[config.mk]
export PLATFORM = sky130hd
export DESIGN_NAME = gcd_umul_round
export DESIGN_NICKNAME = d
export VERILOG_FILES = /design/src/sv/gcd_umul_round.sv
export SDC_FILE = /design/constraint.sdc
export NUM_CORES = 2
export LEC_CHECK = 0
export ABC_AREA = 1
export BUFFER_PORTS_ARGS = -buffer_cell sky130_fd_sc_hd__buf_2
export CORE_ASPECT_RATIO = 1.25
export CORE_MARGIN = 5
export CORE_UTILIZATION = 45
export DETAILED_ROUTE_END_ITERATION = 8
export GPL_TIMING_DRIVEN = 0
export PLACE_DENSITY_LB_ADDON = 0.3
export RECOVER_POWER = 50
export SYNTH_ARGS = -nofsm -noshare
export SYNTH_HDL_FRONTEND = slang
export SYNTH_SLANG_ARGS = --single-unit
[constraint.sdc]
create_clock -name clk -period 6.07 [get_ports clk]
set_clock_uncertainty 0.15 [all_clocks]
set_input_delay 1.214 -clock clk [delete_from_list [all_inputs] [get_ports clk]]
set_output_delay 1.214 -clock clk [all_outputs]
set_load 0.01 [all_outputs]
[src/sv/gcd_umul_round.sv]
// Two-stage unsigned multiplier from four partial products, rounded half up
// and shifted right by SHIFT. Depends on nothing beyond its parameters.
module gcd_umul_round #(
  parameter int AW = 28,
  parameter int BW = 64,
  parameter int OW = 31,
  parameter int SHIFT = 30
) (
  input  logic          clk,
  input  logic          rst,
  input  logic          in_valid,
  input  logic [AW-1:0] a,
  input  logic [BW-1:0] b,
  output logic          out_valid,
  output logic [OW-1:0] p
);

  localparam int AL = AW / 2;
  localparam int AH = AW - AL;
  localparam int BL = BW / 2;
  localparam int BH = BW - BL;
  localparam int PW = AW + BW + 1;

  logic [AL+BL-1:0] pll;
  logic [AL+BH-1:0] plh;
  logic [AH+BL-1:0] phl;
  logic [AH+BH-1:0] phh;
  logic             mid_valid;
  logic [PW-1:0]    total;

  always_ff @(posedge clk) begin
    if (rst) begin
      mid_valid <= 1'b0;
      out_valid <= 1'b0;
    end else begin
      mid_valid <= in_valid;
      out_valid <= mid_valid;
    end
  end

  always_ff @(posedge clk) begin
    pll <= a[AL-1:0] * b[BL-1:0];
    plh <= a[AL-1:0] * b[BW-1:BL];
    phl <= a[AW-1:AL] * b[BL-1:0];
    phh <= a[AW-1:AL] * b[BW-1:BL];
    p <= total[SHIFT +: OW];
  end

  assign total = (PW'(phh) << (AL + BL)) + (PW'(plh) << BL) + (PW'(phl) << AL)
               + PW'(pll) + (PW'(1) << (SHIFT - 1));

endmodule

==> results by stage <==
Outcome:
- The flow ran to the end, but the final reports show violations.
- The checks that failed: negative setup slack.

Finish:
- Summing all multi-input logic gate instances after layout gives 43,400 sq um.
- Across the whole layout, storage elements account for just over 3000 sq um.
- In the final layout, the share of cells above drive strength 1 is 0.207.
- The finished cells cover between 60,000 and 70,000 sq um.
- At the end of the flow the core is filled with cells to 0.571.
- The final-stage net count is about 8,700.
- After filler insertion, the fill cell instance count of the layout stands at approximately 10,000.
- The number of cells in the finished layout apart from fillers is between 8,000 and 9,000.
- The layout overhead on the synthesized area is 26.1%.

Critical path:
- The sort of element at the start of the critical path is a primary input.
- For flop-to-flop paths, the worst setup slack is ~3000 ps.
- The capture instance of the worst register-to-register path is p[16].
- Among the stages of the critical path, the cell type that occurs most often is sky130_fd_sc_hd__fa_1.
- Measured in cells, the most critical reg-to-reg path has a length of 12.
- In this run the worst path has a maximum fanout of 11.
- For this design, the slowest cell found on the critical path is sky130_fd_sc_hd__fa_2.
- The number of buffer and inverter instances along the worst setup path is 6.
- The worst setup path is of the in2reg kind.
- Traced cell by cell, the critical path runs through buf_8, buf_12, nand2_1, fa_1, inv_2, fa_1, fa_1, fa_1, fa_1, inv_1, fa_2, inv_2, ha_4, buf_4, a21oi_4, o21ai_1, a21boi_2, nand2_1, nand2_2, nand3_4, xor2_4.
- The kind of cell with the highest combined delay on the critical path is adder cells.
- The required time of the critical path is 6230 ps.
- The startpoint identified for the worst register-to-register timing path is phl[4].
- The worst setup path is captured at a flip-flop.
- In this design, the stage delay of the slowest critical-path cell is 600 ps.
- The data arrival at the endpoint of the critical path is between 6000 and 7000 ps.

Timing:
- The transition time of the tightest slew-check pin is roughly 1400 ps.
- The relative slew slack is 0.0715.
- The final worst-path cycle share is 1.04.
- In the post-route analysis, the smallest setup slack over all paths is -241 ps.
- For the finished layout, the period the worst path requires is roughly 6300 ps.
- The maximum clock rate is around 0.16 GHz.
- Setup repair after global routing could not meet its margin everywhere.
- The final max-slew violation count is 0.
- The number of endpoints failing setup at the final stage is between 60 and 70.
- The final count of hold timing violations came to 0.

Logic synthesis:
- Among all cell types in the netlist, the one instantiated most often is sky130_fd_sc_hd__inv_1.
- The cell accounting for the most synthesized area is sky130_fd_sc_hd__fa_1.
- For this run, the register share of the synthesized area comes to 0.0615.
- The number of synthesized flops with an enable pin is 0.
- By count the netlist is led by 1,922 x sky130_fd_sc_hd__inv_1, 1,914 x sky130_fd_sc_hd__nand2_1, 1,045 x sky130_fd_sc_hd__fa_1.
- The yosys synthesis warning count is 0.
- The net count after synthesis is 8,342.
- The synthesized netlist occupies a cell area of approximately 50,000 sq um.
- Of the post-synthesis cell area, the dominant cell type holds 0.414.
- Synthesis instantiated roughly 50 different standard cells from the library.
- The predominant post-synthesis flop cell is sky130_fd_sc_hd__dfxtp_1.
- By area the synthesized netlist is led by sky130_fd_sc_hd__fa_1 41%, sky130_fd_sc_hd__inv_1 14%, sky130_fd_sc_hd__nand2_1 14%.
- Dividing the synthesized area by the synthesized cell count gives 7.40 sq um.
- The synthesis-stage register bit count is approximately 160.
- Synthesis produced between 6,000 and 7,000 cells.
- In the synthesized netlist the async set-or-reset flop fraction comes to 0.

Clocking:
- The clock latency of the later-clocked register in the worst-skew pair is ~440 ps.
- The post-CTS clock slew at the launch and capture registers of the worst setup and hold paths is around 70 ps.
- The clock tree buffer depth is 2.
- The number of buffers created by CTS is 17.
- The TritonCTS clock tree is done.
- The clock tree synthesis step divided the H-tree into 4 levels.
- The clock drives around 160 sinks.
- In this run the clock root is driven by a sky130_fd_sc_hd__clkbuf_16.

Placed design:
- The cell count after placement is 8,344.
- The placer's final routability congestion estimate is about 1.
- Port buffering added 60 buffers.
- After detailed placement, the total cell area comes to roughly 54,000 sq um.
- The placed wire-length estimate after detailed placement is about 170 mm.

Route:
- The number of remaining DRC errors is 0.
- In this run the remaining antenna-violating nets after routing total 0.
- The DRC violation total after the first TritonRoute iteration is 3,948.
- The number of iterations in the first detailed-routing pass is 6.
- The via count is between 40,000 and 50,000.
- After detailed routing, the number of vias per cell comes to between 5 and 6.
- The total detailed-routing wirelength is 210 mm.
- In the final routed layout, each cell accounts on average for approximately 24 microns.

Floorplan:
- For this configuration, the core starts out at a cell density of 0.452.
- After floorplanning, the core was divided into between 100 and 150 placement rows.
- The die covers 119,000 sq um.
- The die width is between 300 and 400 microns.
- The height of the die is between 300 and 400 microns.
- The count of pins on the block boundary is about 130.
- The total core area is roughly 110,000 sq um.

Global routing:
- Entering global routing, the biggest net connects 19 pins.
- The via count of the first global-routing pass is between 40,000 and 50,000.
- Summed over all layers, the global routing overflow is 0.
- In the global route stage, overall resource usage came out at 0.349.
- The first global-routing pass estimated between 300 and 400 mm of wire.
- The number of antenna violations at the first check in global routing is 11.

Min path:
- In this run the worst hold path is classified as reg2reg.
- The sink of the worst hold path is out_valid.
- Along the worst hold path, the cell count comes to 2.
- The launch instance of the worst min-delay path is mid_valid.

Flow run:
- Max-cap violations in this run came to 0.
routing by layer:
metal / vias to the layer above / part of all wire / track usage
li1: 20200 / - / -
met4: 0 / 0.091 / 0.232
met5: - / 0 / 0
met3: 683 / 0.10 / 0.0787
met2: 2449 / 0.45 / 0.560
met1: 23000 / 0.36 / 0.422
worst min-delay path, delay by kind of cell, from the launching register on:
kind                   cells  cell delay (ps)
flip-flops                 1              300
buffers and inverters      1               40
AND/OR/NAND/NOR            1               30
logic make-up (layout without fill, tap and decap cells):
kind of cell / count (synthesis) / after routing / synth area share
compound gates: 436 / 436 / 0.0487
simple gates: 2456 / 2456 / 0.192
flops: 155 / 155 / 0.0615
other cells: 0 / 11 / 0
buf+inv: 2216 / 2585 / 0.165
xor+xnor: 140 / 140 / 0.0243
fa+ha+maj: 1422 / 1422 / 0.508
cell type report:
type / count / share of cell area
inverter: 1931 / 0.114
sequential: 155 / 0.0487
multi-input combinational: 4454 / 0.682
buffer: 278 / 0.0687
clock inverter: 14 / 0.00267
tap: 1459 / 0.0287
timing repair buffer: 344 / 0.0479
antenna: 11 / 0.000432
clock buffer: 18 / 0.00690
per-stage QoR:
step	setup TNS, ps	worst slack, ps	hold slack (ps)
4_1_cts	-3600	-195	264
3_3_place_gp	-145660	-2420	251
5_1_grt	-14230	-308	310
2_1_floorplan	-216	-39.9	238
6_report	-7030	-241	266
3_5_place_dp	-146310	-2520	254
how the worst max path moves through the flow:
stage	from	cells after the start	slack, ps	endpoint
3_3_place_gp	a[1]	22	-2420	pll[38]
5_1_grt	a[8]	23	-310	pll[44]
6_report	a[23]	21	-240	phl[42]
3_5_place_dp	a[1]	22	-2520	pll[38]
2_1_floorplan	a[2]	22	-40	plh[27]
4_1_cts	a[12]	23	-200	pll[39]
sequential cells by signal (all words and copies together) (netlist names):
signal,cells
phh,15
pll,32
phl,46
out_valid,1
mid_valid,1
plh,29
p,31
placed cells by master (no fill, tap or decap), drive strengths merged:
master	count
buf	439
nor3	33
o21a	22
nand4	22
or2	3
nand3	143
xnor2	46
o311ai	1
clkinv	6
and2	2
o21bai	27
o31ai	2
a221oi	1
clkbuf	200
nand2b	1
a21o	15
diode	11
o211ai	5
ha	377
nor2	307
a211oi	4
a21oi	221
inv	1939
nand2	1926
o21ai	117
clkdlybuf4s15	1
nor4	6
a21boi	16
fa	1045
o41ai	1
nand3b	6
xor2	94
dfxtp	155
and3	7
a31oi	4
what timing repair did:
action                                   CTS  global route
buffers inserted                         192            76
gates resized for setup                 1191           438
gates cloned                              13             5
hold buffers                               0             0
endpoints found under the setup margin    97            81
pin swaps                                323           284
Power is left out: the tool's default activity adds up to more than one toggle a clock period on the data nets, which glitch-free logic cannot reach.
