[config.mk]
export PLATFORM = sky130hd
export DESIGN_NAME = gcd_angle_prep
export DESIGN_NICKNAME = d
export VERILOG_FILES = /design/src/sv/gcd_pkg.sv /design/src/sv/gcd_umul_round.sv /design/src/sv/gcd_angle_prep.sv
export SDC_FILE = /design/constraint.sdc
export NUM_CORES = 2
export LEC_CHECK = 0
export BUFFER_PORTS_ARGS = -buffer_cell sky130_fd_sc_hd__buf_2
export CORE_ASPECT_RATIO = 0.7
export CORE_MARGIN = 10
export CORE_UTILIZATION = 30
export CTS_BUF_LIST = sky130_fd_sc_hd__clkbuf_4 sky130_fd_sc_hd__clkbuf_8 sky130_fd_sc_hd__clkbuf_16
export CTS_CLUSTER_DIAMETER = 200
export DETAILED_ROUTE_END_ITERATION = 6
export HOLD_SLACK_MARGIN = 0.08
export PLACE_DENSITY_LB_ADDON = 0.08
export SETUP_SLACK_MARGIN = 0.4
export SLEW_MARGIN = 20
export SYNTH_ARGS = -nofsm -noshare
export SYNTH_HDL_FRONTEND = slang
export SYNTH_HIERARCHICAL = 1
export SYNTH_SLANG_ARGS = --single-unit
[constraint.sdc]
create_clock -name clk -period 6.2 [get_ports clk]
set_input_delay 1.24 -clock clk [delete_from_list [all_inputs] [get_ports clk]]
set_output_delay 1.24 -clock clk [all_outputs]
set_load 0.005 [all_outputs]
[src/sv/gcd_pkg.sv]
// Package for the great-circle distance block: field widths, fixed constants
// and the elaboration-time arctangent table for the CORDIC stages.
// Depends on nothing; every module of the block but gcd_umul_round imports it.
package gcd_pkg;

  localparam int LAT_W = 28;
  localparam int LON_W = 29;
  localparam int DIST_W = 31;
  localparam int SUM_W = 30;
  localparam int MAG_W = 28;
  localparam int GUARD_BITS = 8;
  localparam int CORDIC_ITERATIONS_DEFAULT = 32;
  localparam int ANGLE_FRACTION_BITS_DEFAULT = 30;
  localparam int RAD_W = 64;
  localparam int DIAM_W = 31;
  localparam int FINAL_W = 33;

  localparam logic signed [SUM_W-1:0] HALF_TURN_UNITS = 30'sd360000000;
  localparam logic signed [SUM_W-1:0] QUARTER_TURN_UNITS = 30'sd180000000;
  localparam logic [RAD_W-1:0] RAD_PER_UNIT_Q90 = 64'd10803064813898916640;
  localparam logic [DIAM_W-1:0] DIAMETER_CM = 31'd1274200000;
  localparam logic [FINAL_W-1:0] MAX_DISTANCE_CM = 33'd2001508680;

  // Series for atan(1/q) in Q62, with q = 2^lg or q = 3.
  function automatic logic [63:0] gcd_atan_recip(input int lg, input bit by_three);
    logic [63:0] p;
    logic [63:0] sum;
    logic [63:0] term;
    p = by_three ? 64'd1537228672809129301 : (64'd1 << 62) >> lg;
    sum = 64'd0;
    for (int k = 0; k < 64; k++) begin
      if (p != 64'd0) begin
        term = p / 64'(2 * k + 1);
        sum = k[0] ? sum - term : sum + term;
        p = by_three ? p / 64'd9 : p >> (2 * lg);
      end
    end
    return sum;
  endfunction

  // atan(2^-i) rounded half up to w fraction bits.
  function automatic logic [63:0] gcd_atan_tab(input int i, input int w);
    logic [63:0] t;
    t = (i == 0) ? gcd_atan_recip(1, 1'b0) + gcd_atan_recip(0, 1'b1)
                 : gcd_atan_recip(i, 1'b0);
    return (t + (64'd1 << (61 - w))) >> (62 - w);
  endfunction

endpackage

[src/sv/gcd_umul_round.sv]
// Two-stage unsigned multiplier from four partial products, rounded half up
// and shifted right by SHIFT. Depends on nothing beyond its parameters.
module gcd_umul_round #(
  parameter int AW = 28,
  parameter int BW = 64,
  parameter int OW = 31,
  parameter int SHIFT = 30
) (
  input  logic          clk,
  input  logic          rst,
  input  logic          in_valid,
  input  logic [AW-1:0] a,
  input  logic [BW-1:0] b,
  output logic          out_valid,
  output logic [OW-1:0] p
);

  localparam int AL = AW / 2;
  localparam int AH = AW - AL;
  localparam int BL = BW / 2;
  localparam int BH = BW - BL;
  localparam int PW = AW + BW + 1;

  logic [AL+BL-1:0] pll;
  logic [AL+BH-1:0] plh;
  logic [AH+BL-1:0] phl;
  logic [AH+BH-1:0] phh;
  logic             mid_valid;
  logic [PW-1:0]    total;

  always_ff @(posedge clk) begin
    if (rst) begin
      mid_valid <= 1'b0;
      out_valid <= 1'b0;
    end else begin
      mid_valid <= in_valid;
      out_valid <= mid_valid;
    end
  end

  always_ff @(posedge clk) begin
    pll <= a[AL-1:0] * b[BL-1:0];
    plh <= a[AL-1:0] * b[BW-1:BL];
    phl <= a[AW-1:AL] * b[BL-1:0];
    phh <= a[AW-1:AL] * b[BW-1:BL];
    p <= total[SHIFT +: OW];
  end

  assign total = (PW'(phh) << (AL + BL)) + (PW'(plh) << BL) + (PW'(phl) << AL)
               + PW'(pll) + (PW'(1) << (SHIFT - 1));

endmodule

[src/sv/gcd_angle_prep.sv]
// Angle preparation: reduces a half-microdegree angle into a quarter turn
// either side of zero and converts it to signed radians with guard bits.
// Depends on gcd_pkg and gcd_umul_round.
module gcd_angle_prep #(
  parameter int F = gcd_pkg::ANGLE_FRACTION_BITS_DEFAULT,
  parameter int DW = gcd_pkg::ANGLE_FRACTION_BITS_DEFAULT + gcd_pkg::GUARD_BITS + 5
) (
  input  logic                            clk,
  input  logic                            rst,
  input  logic                            in_valid,
  input  logic signed [gcd_pkg::SUM_W-1:0] v,
  output logic                            out_valid,
  output logic signed [DW-1:0]            z
);
  import gcd_pkg::*;

  logic signed [SUM_W-1:0] r;
  logic [MAG_W-1:0]        mag;
  logic                    neg;
  logic                    neg_d1;
  logic                    neg_d2;
  logic                    s1_valid;
  logic                    th_valid;
  logic [F:0]              th;
  logic signed [DW-1:0]    th_ext;

  always_comb begin
    if (v > QUARTER_TURN_UNITS) begin
      r = v - HALF_TURN_UNITS;
    end else if (v <= -QUARTER_TURN_UNITS) begin
      r = v + HALF_TURN_UNITS;
    end else begin
      r = v;
    end
  end

  always_ff @(posedge clk) begin
    if (rst) begin
      s1_valid <= 1'b0;
      out_valid <= 1'b0;
    end else begin
      s1_valid <= in_valid;
      out_valid <= th_valid;
    end
  end

  always_ff @(posedge clk) begin
    mag <= r[SUM_W-1] ? MAG_W'(-r) : MAG_W'(r);
    neg <= r[SUM_W-1];
    neg_d1 <= neg;
    neg_d2 <= neg_d1;
    z <= neg_d2 ? -th_ext : th_ext;
  end

  gcd_umul_round #(
    .AW(MAG_W), .BW(RAD_W), .OW(F + 1), .SHIFT(90 - F)
  ) u_scale (
    .clk(clk), .rst(rst), .in_valid(s1_valid), .a(mag), .b(RAD_PER_UNIT_Q90),
    .out_valid(th_valid), .p(th)
  );

  assign th_ext = DW'(th) <<< GUARD_BITS;

endmodule

==> results_dict.tcl <==
set metrics [dict create \
    avgRoutedWirePerCell_um 22.3 \
    remaining_drc_errors 0 \
    ys_warn_count 6 \
    clock_path_buffers 3 \
    violations "setup timing" \
    numPortBuffers 68 \
    fin_skew_ns 0.0437 \
    final-setup-viol-count 34 \
    drive_above_1_share 0.178 \
    ctsHoldBuffers 0 \
    hold_path_startpoint "neg$_DFF_P_" \
    arrival_ns 6.94 \
    ff2ff_path_depth 23 \
    design.die.area_mm2 0.248 \
    cts_made_buffers 38 \
    synth_edf_count 0 \
    grt.overflow.total 0 \
    drv_slew 0 \
    syn_inst 7643 \
    finish.utilization 0.366 \
    clkLatencyLatePin_ns 0.65 \
    antenna_found_initial 33 \
    die_y_um 420 \
    hp-class "reg -> reg" \
    fmax_ghz 0.155 \
    ys_types 109 \
    worst_slew_pin_slew_ns 1.23 \
    r2r_slack_ns -0.26 \
    reg2reg_from "mag[17]$_DFF_P_" \
    grt_max_degree 43 \
    grt_first_pass_wirelength_um 380000 \
    dr.pass1.iters 5 \
    setup_ws_ns -0.262 \
    cts_tree "built" \
    maxCapViolations 0 \
    rows 146 \
    core-area_mm2 0.227 \
    grt_pass1_vias 56924 \
    min_path_cells 0 \
    drt_wl_total_um 250000 \
    critical_path_class "reg -> reg" \
    num_vias 52624 \
    reg2reg_to "u_scale/phl[42]$_DFF_P_" \
    period_minus_slack_ns 6.46 \
    status "finished with violations" \
    ioPinCount 77 \
    holdPathEnd "neg_d1$_DFF_P_" \
    ant_nets 0 \
    slew_headroom 0.175 \
    post-route-period-util 1.04 \
    end_kind "flip-flop" \
    cts_root_buffer "clkbuf_16" \
    hold_viol 0 \
    ys.flop_type "dfxtp_1" \
    gp_congestion 0.852 \
    ys_seq_area_frac 0.0790 \
    die_w_um 591 \
    async_flop_share 0 \
    h-tree-depth 2 \
    cp-start-kind "flip-flop" \
    area_growth_pct 21.2 \
    worstPathRequired_ns 6.68 \
    worst-path-max-fanout 5 \
    rsz0062_at_grt "true" \
    clk_pin_slew_ns 0.10 \
    viasPerCell 4.70 \
    clock-sinks 270 \
    nets 10214 \
    place_hpwl_um 194000 \
    track_usage 0.203 \
    synth-seq-cells 270 \
    syn_area_per_cell_um2 8.95 \
    drt_iter0_markers 3405 \
    nFillCells 23382 \
    syn_area_mm2 0.0684 \
    initial_core_util 0.302 \
]
==> registers in the layout, indices dropped and copies added, names as in the netlist <==
name               count
u_scale/phl           46
u_scale/plh           46
u_scale/phh           45
z                     35
u_scale/pll           32
u_scale/p             31
mag                   28
neg                    1
neg_d1                 1
neg_d2                 1
out_valid              1
s1_valid               1
u_scale/mid_valid      1
u_scale/out_valid      1
==> synthesized netlist by cell type (39+ instances only) <==
master    instances  area (µm²)
a21o_1          123         923
a21oi_1         214        1070
and2_1          827        5170
clkbuf_1        417        1570
dfxtp_1         270        5410
fa_1           1454       29100
ha_1            599        7490
inv_1          1529        5740
nand2_1        1116        4190
nand3_1          39         195
nand4_1          43         269
nor2_1          135         507
o21ai_0         106         531
xnor2_1         171        1500
xor2_1           86         753
==> logic make-up (layout without fill, tap and decap cells) <==
kind of cell	count (synthesis)	count (layout)	synth area share
AO/OA/AOI/OAI	712	712	0.0699
XOR/XNOR	258	258	0.0331
adder cells (fa/ha/maj)	2053	2053	0.535
buffers and inverters	1978	2415	0.109
flip-flops	270	270	0.0790
multiplexers	2	2	0.000293
other	2	94	0.000110
AND/OR/NAND/NOR	2368	2368	0.173
==> placed cells by master, fill, tap and decap left out, drive strengths merged, types with 29 or more instances in the layout <==
master,n
a211oi,29
a21o,123
a21oi,216
and2,827
buf,803
clkbuf,53
conb,80
dfxtp,270
fa,1454
ha,599
inv,1535
nand2,1117
nand3,39
nand4,43
nor2,136
nor2b,34
nor3,35
o21ai,126
xnor2,171
xor2,87
==> area by class of cell <==
cell class / count / area [µm²] / area share
tap: 3034 / 3800 / 0.0458
clock inverter: 19 / 249 / 0.00300
clock buffer: 51 / 1100 / 0.0132
multi-input combinational: 5473 / 58700 / 0.708
timing repair buffer: 815 / 7860 / 0.0948
inverter: 1530 / 5740 / 0.0693
antenna: 14 / 35.0 / 0.000423
sequential: 270 / 5460 / 0.0659
==> metrics by stage <==
step | setup TNS (ns) | cell area, µm² | instances | setup WS, ns | hold slack, ns
finish | -3.28 | 82900 | 11206 | -0.262 | 0.325
global route | -12.61 | 82900 | 11196 | -0.402 | 0.337
CTS | -2.72 | 81700 | 11152 | -0.255 | 0.327
detailed placement | -26.76 | 76200 | 10951 | -1.02 | 0.315
global placement | -28.03 | 76100 | 10951 | -0.940 | 0.314
floorplan | 0 | 69200 | 7721 | 0.175 | 0.310
==> how the worst max path moves through the flow <==
stage / from / to / slack, ns / cells past startpoint
5_1_grt: mag[22]$_DFF_P_ / u_scale/phh[44]$_DFF_P_ / -0.40 / 24
3_5_place_dp: mag[19]$_DFF_P_ / u_scale/phl[41]$_DFF_P_ / -1.02 / 21
2_1_floorplan: mag[22]$_DFF_P_ / u_scale/phh[44]$_DFF_P_ / 0.17 / 24
6_report: mag[17]$_DFF_P_ / u_scale/phl[42]$_DFF_P_ / -0.26 / 23
4_1_cts: mag[17]$_DFF_P_ / u_scale/phl[41]$_DFF_P_ / -0.26 / 24
3_3_place_gp: mag[19]$_DFF_P_ / u_scale/phl[41]$_DFF_P_ / -0.94 / 21
==> worst max-delay path, stage by stage, from the launching register on <==
cell	delay, ns
dfxtp_4	0.38
buf_12	0.15
buf_12	0.14
buf_8	0.13
and2_4	0.13
fa_1	0.50
inv_1	0.06
fa_1	0.49
inv_2	0.04
fa_1	0.49
fa_2	0.45
fa_1	0.53
inv_2	0.04
fa_1	0.53
inv_2	0.05
ha_4	0.27
buf_6	0.10
nand3_4	0.07
or4_4	0.53
o32ai_4	0.29
nor3_4	0.10
o31ai_4	0.35
nor4b_2	0.10
a211o_1	0.36
==> metal layers <==
| metal | GRT usage | up-vias | wire length (µm) |
|---|---|---|---|
| met4 | 0.0252 | 8 | 3160 |
| met5 | 0 | - | 55 |
| met1 | 0.333 | 27213 | 134000 |
| met3 | 0.0425 | 145 | 19300 |
| met2 | 0.273 | 1354 | 94300 |
| li1 | - | 23904 | - |
==> timing repair <==
item | 4_1_cts | 5_1_grt
setup endpoints to repair | 115 | 112
buffers inserted | 116 | 38
gates resized for setup | 602 | 199
pin swaps | 304 | 205
gates cloned | 15 | 2
Power is not shown: default switching activity piles up to over one toggle a cycle in this logic, so the estimate is an artifact.
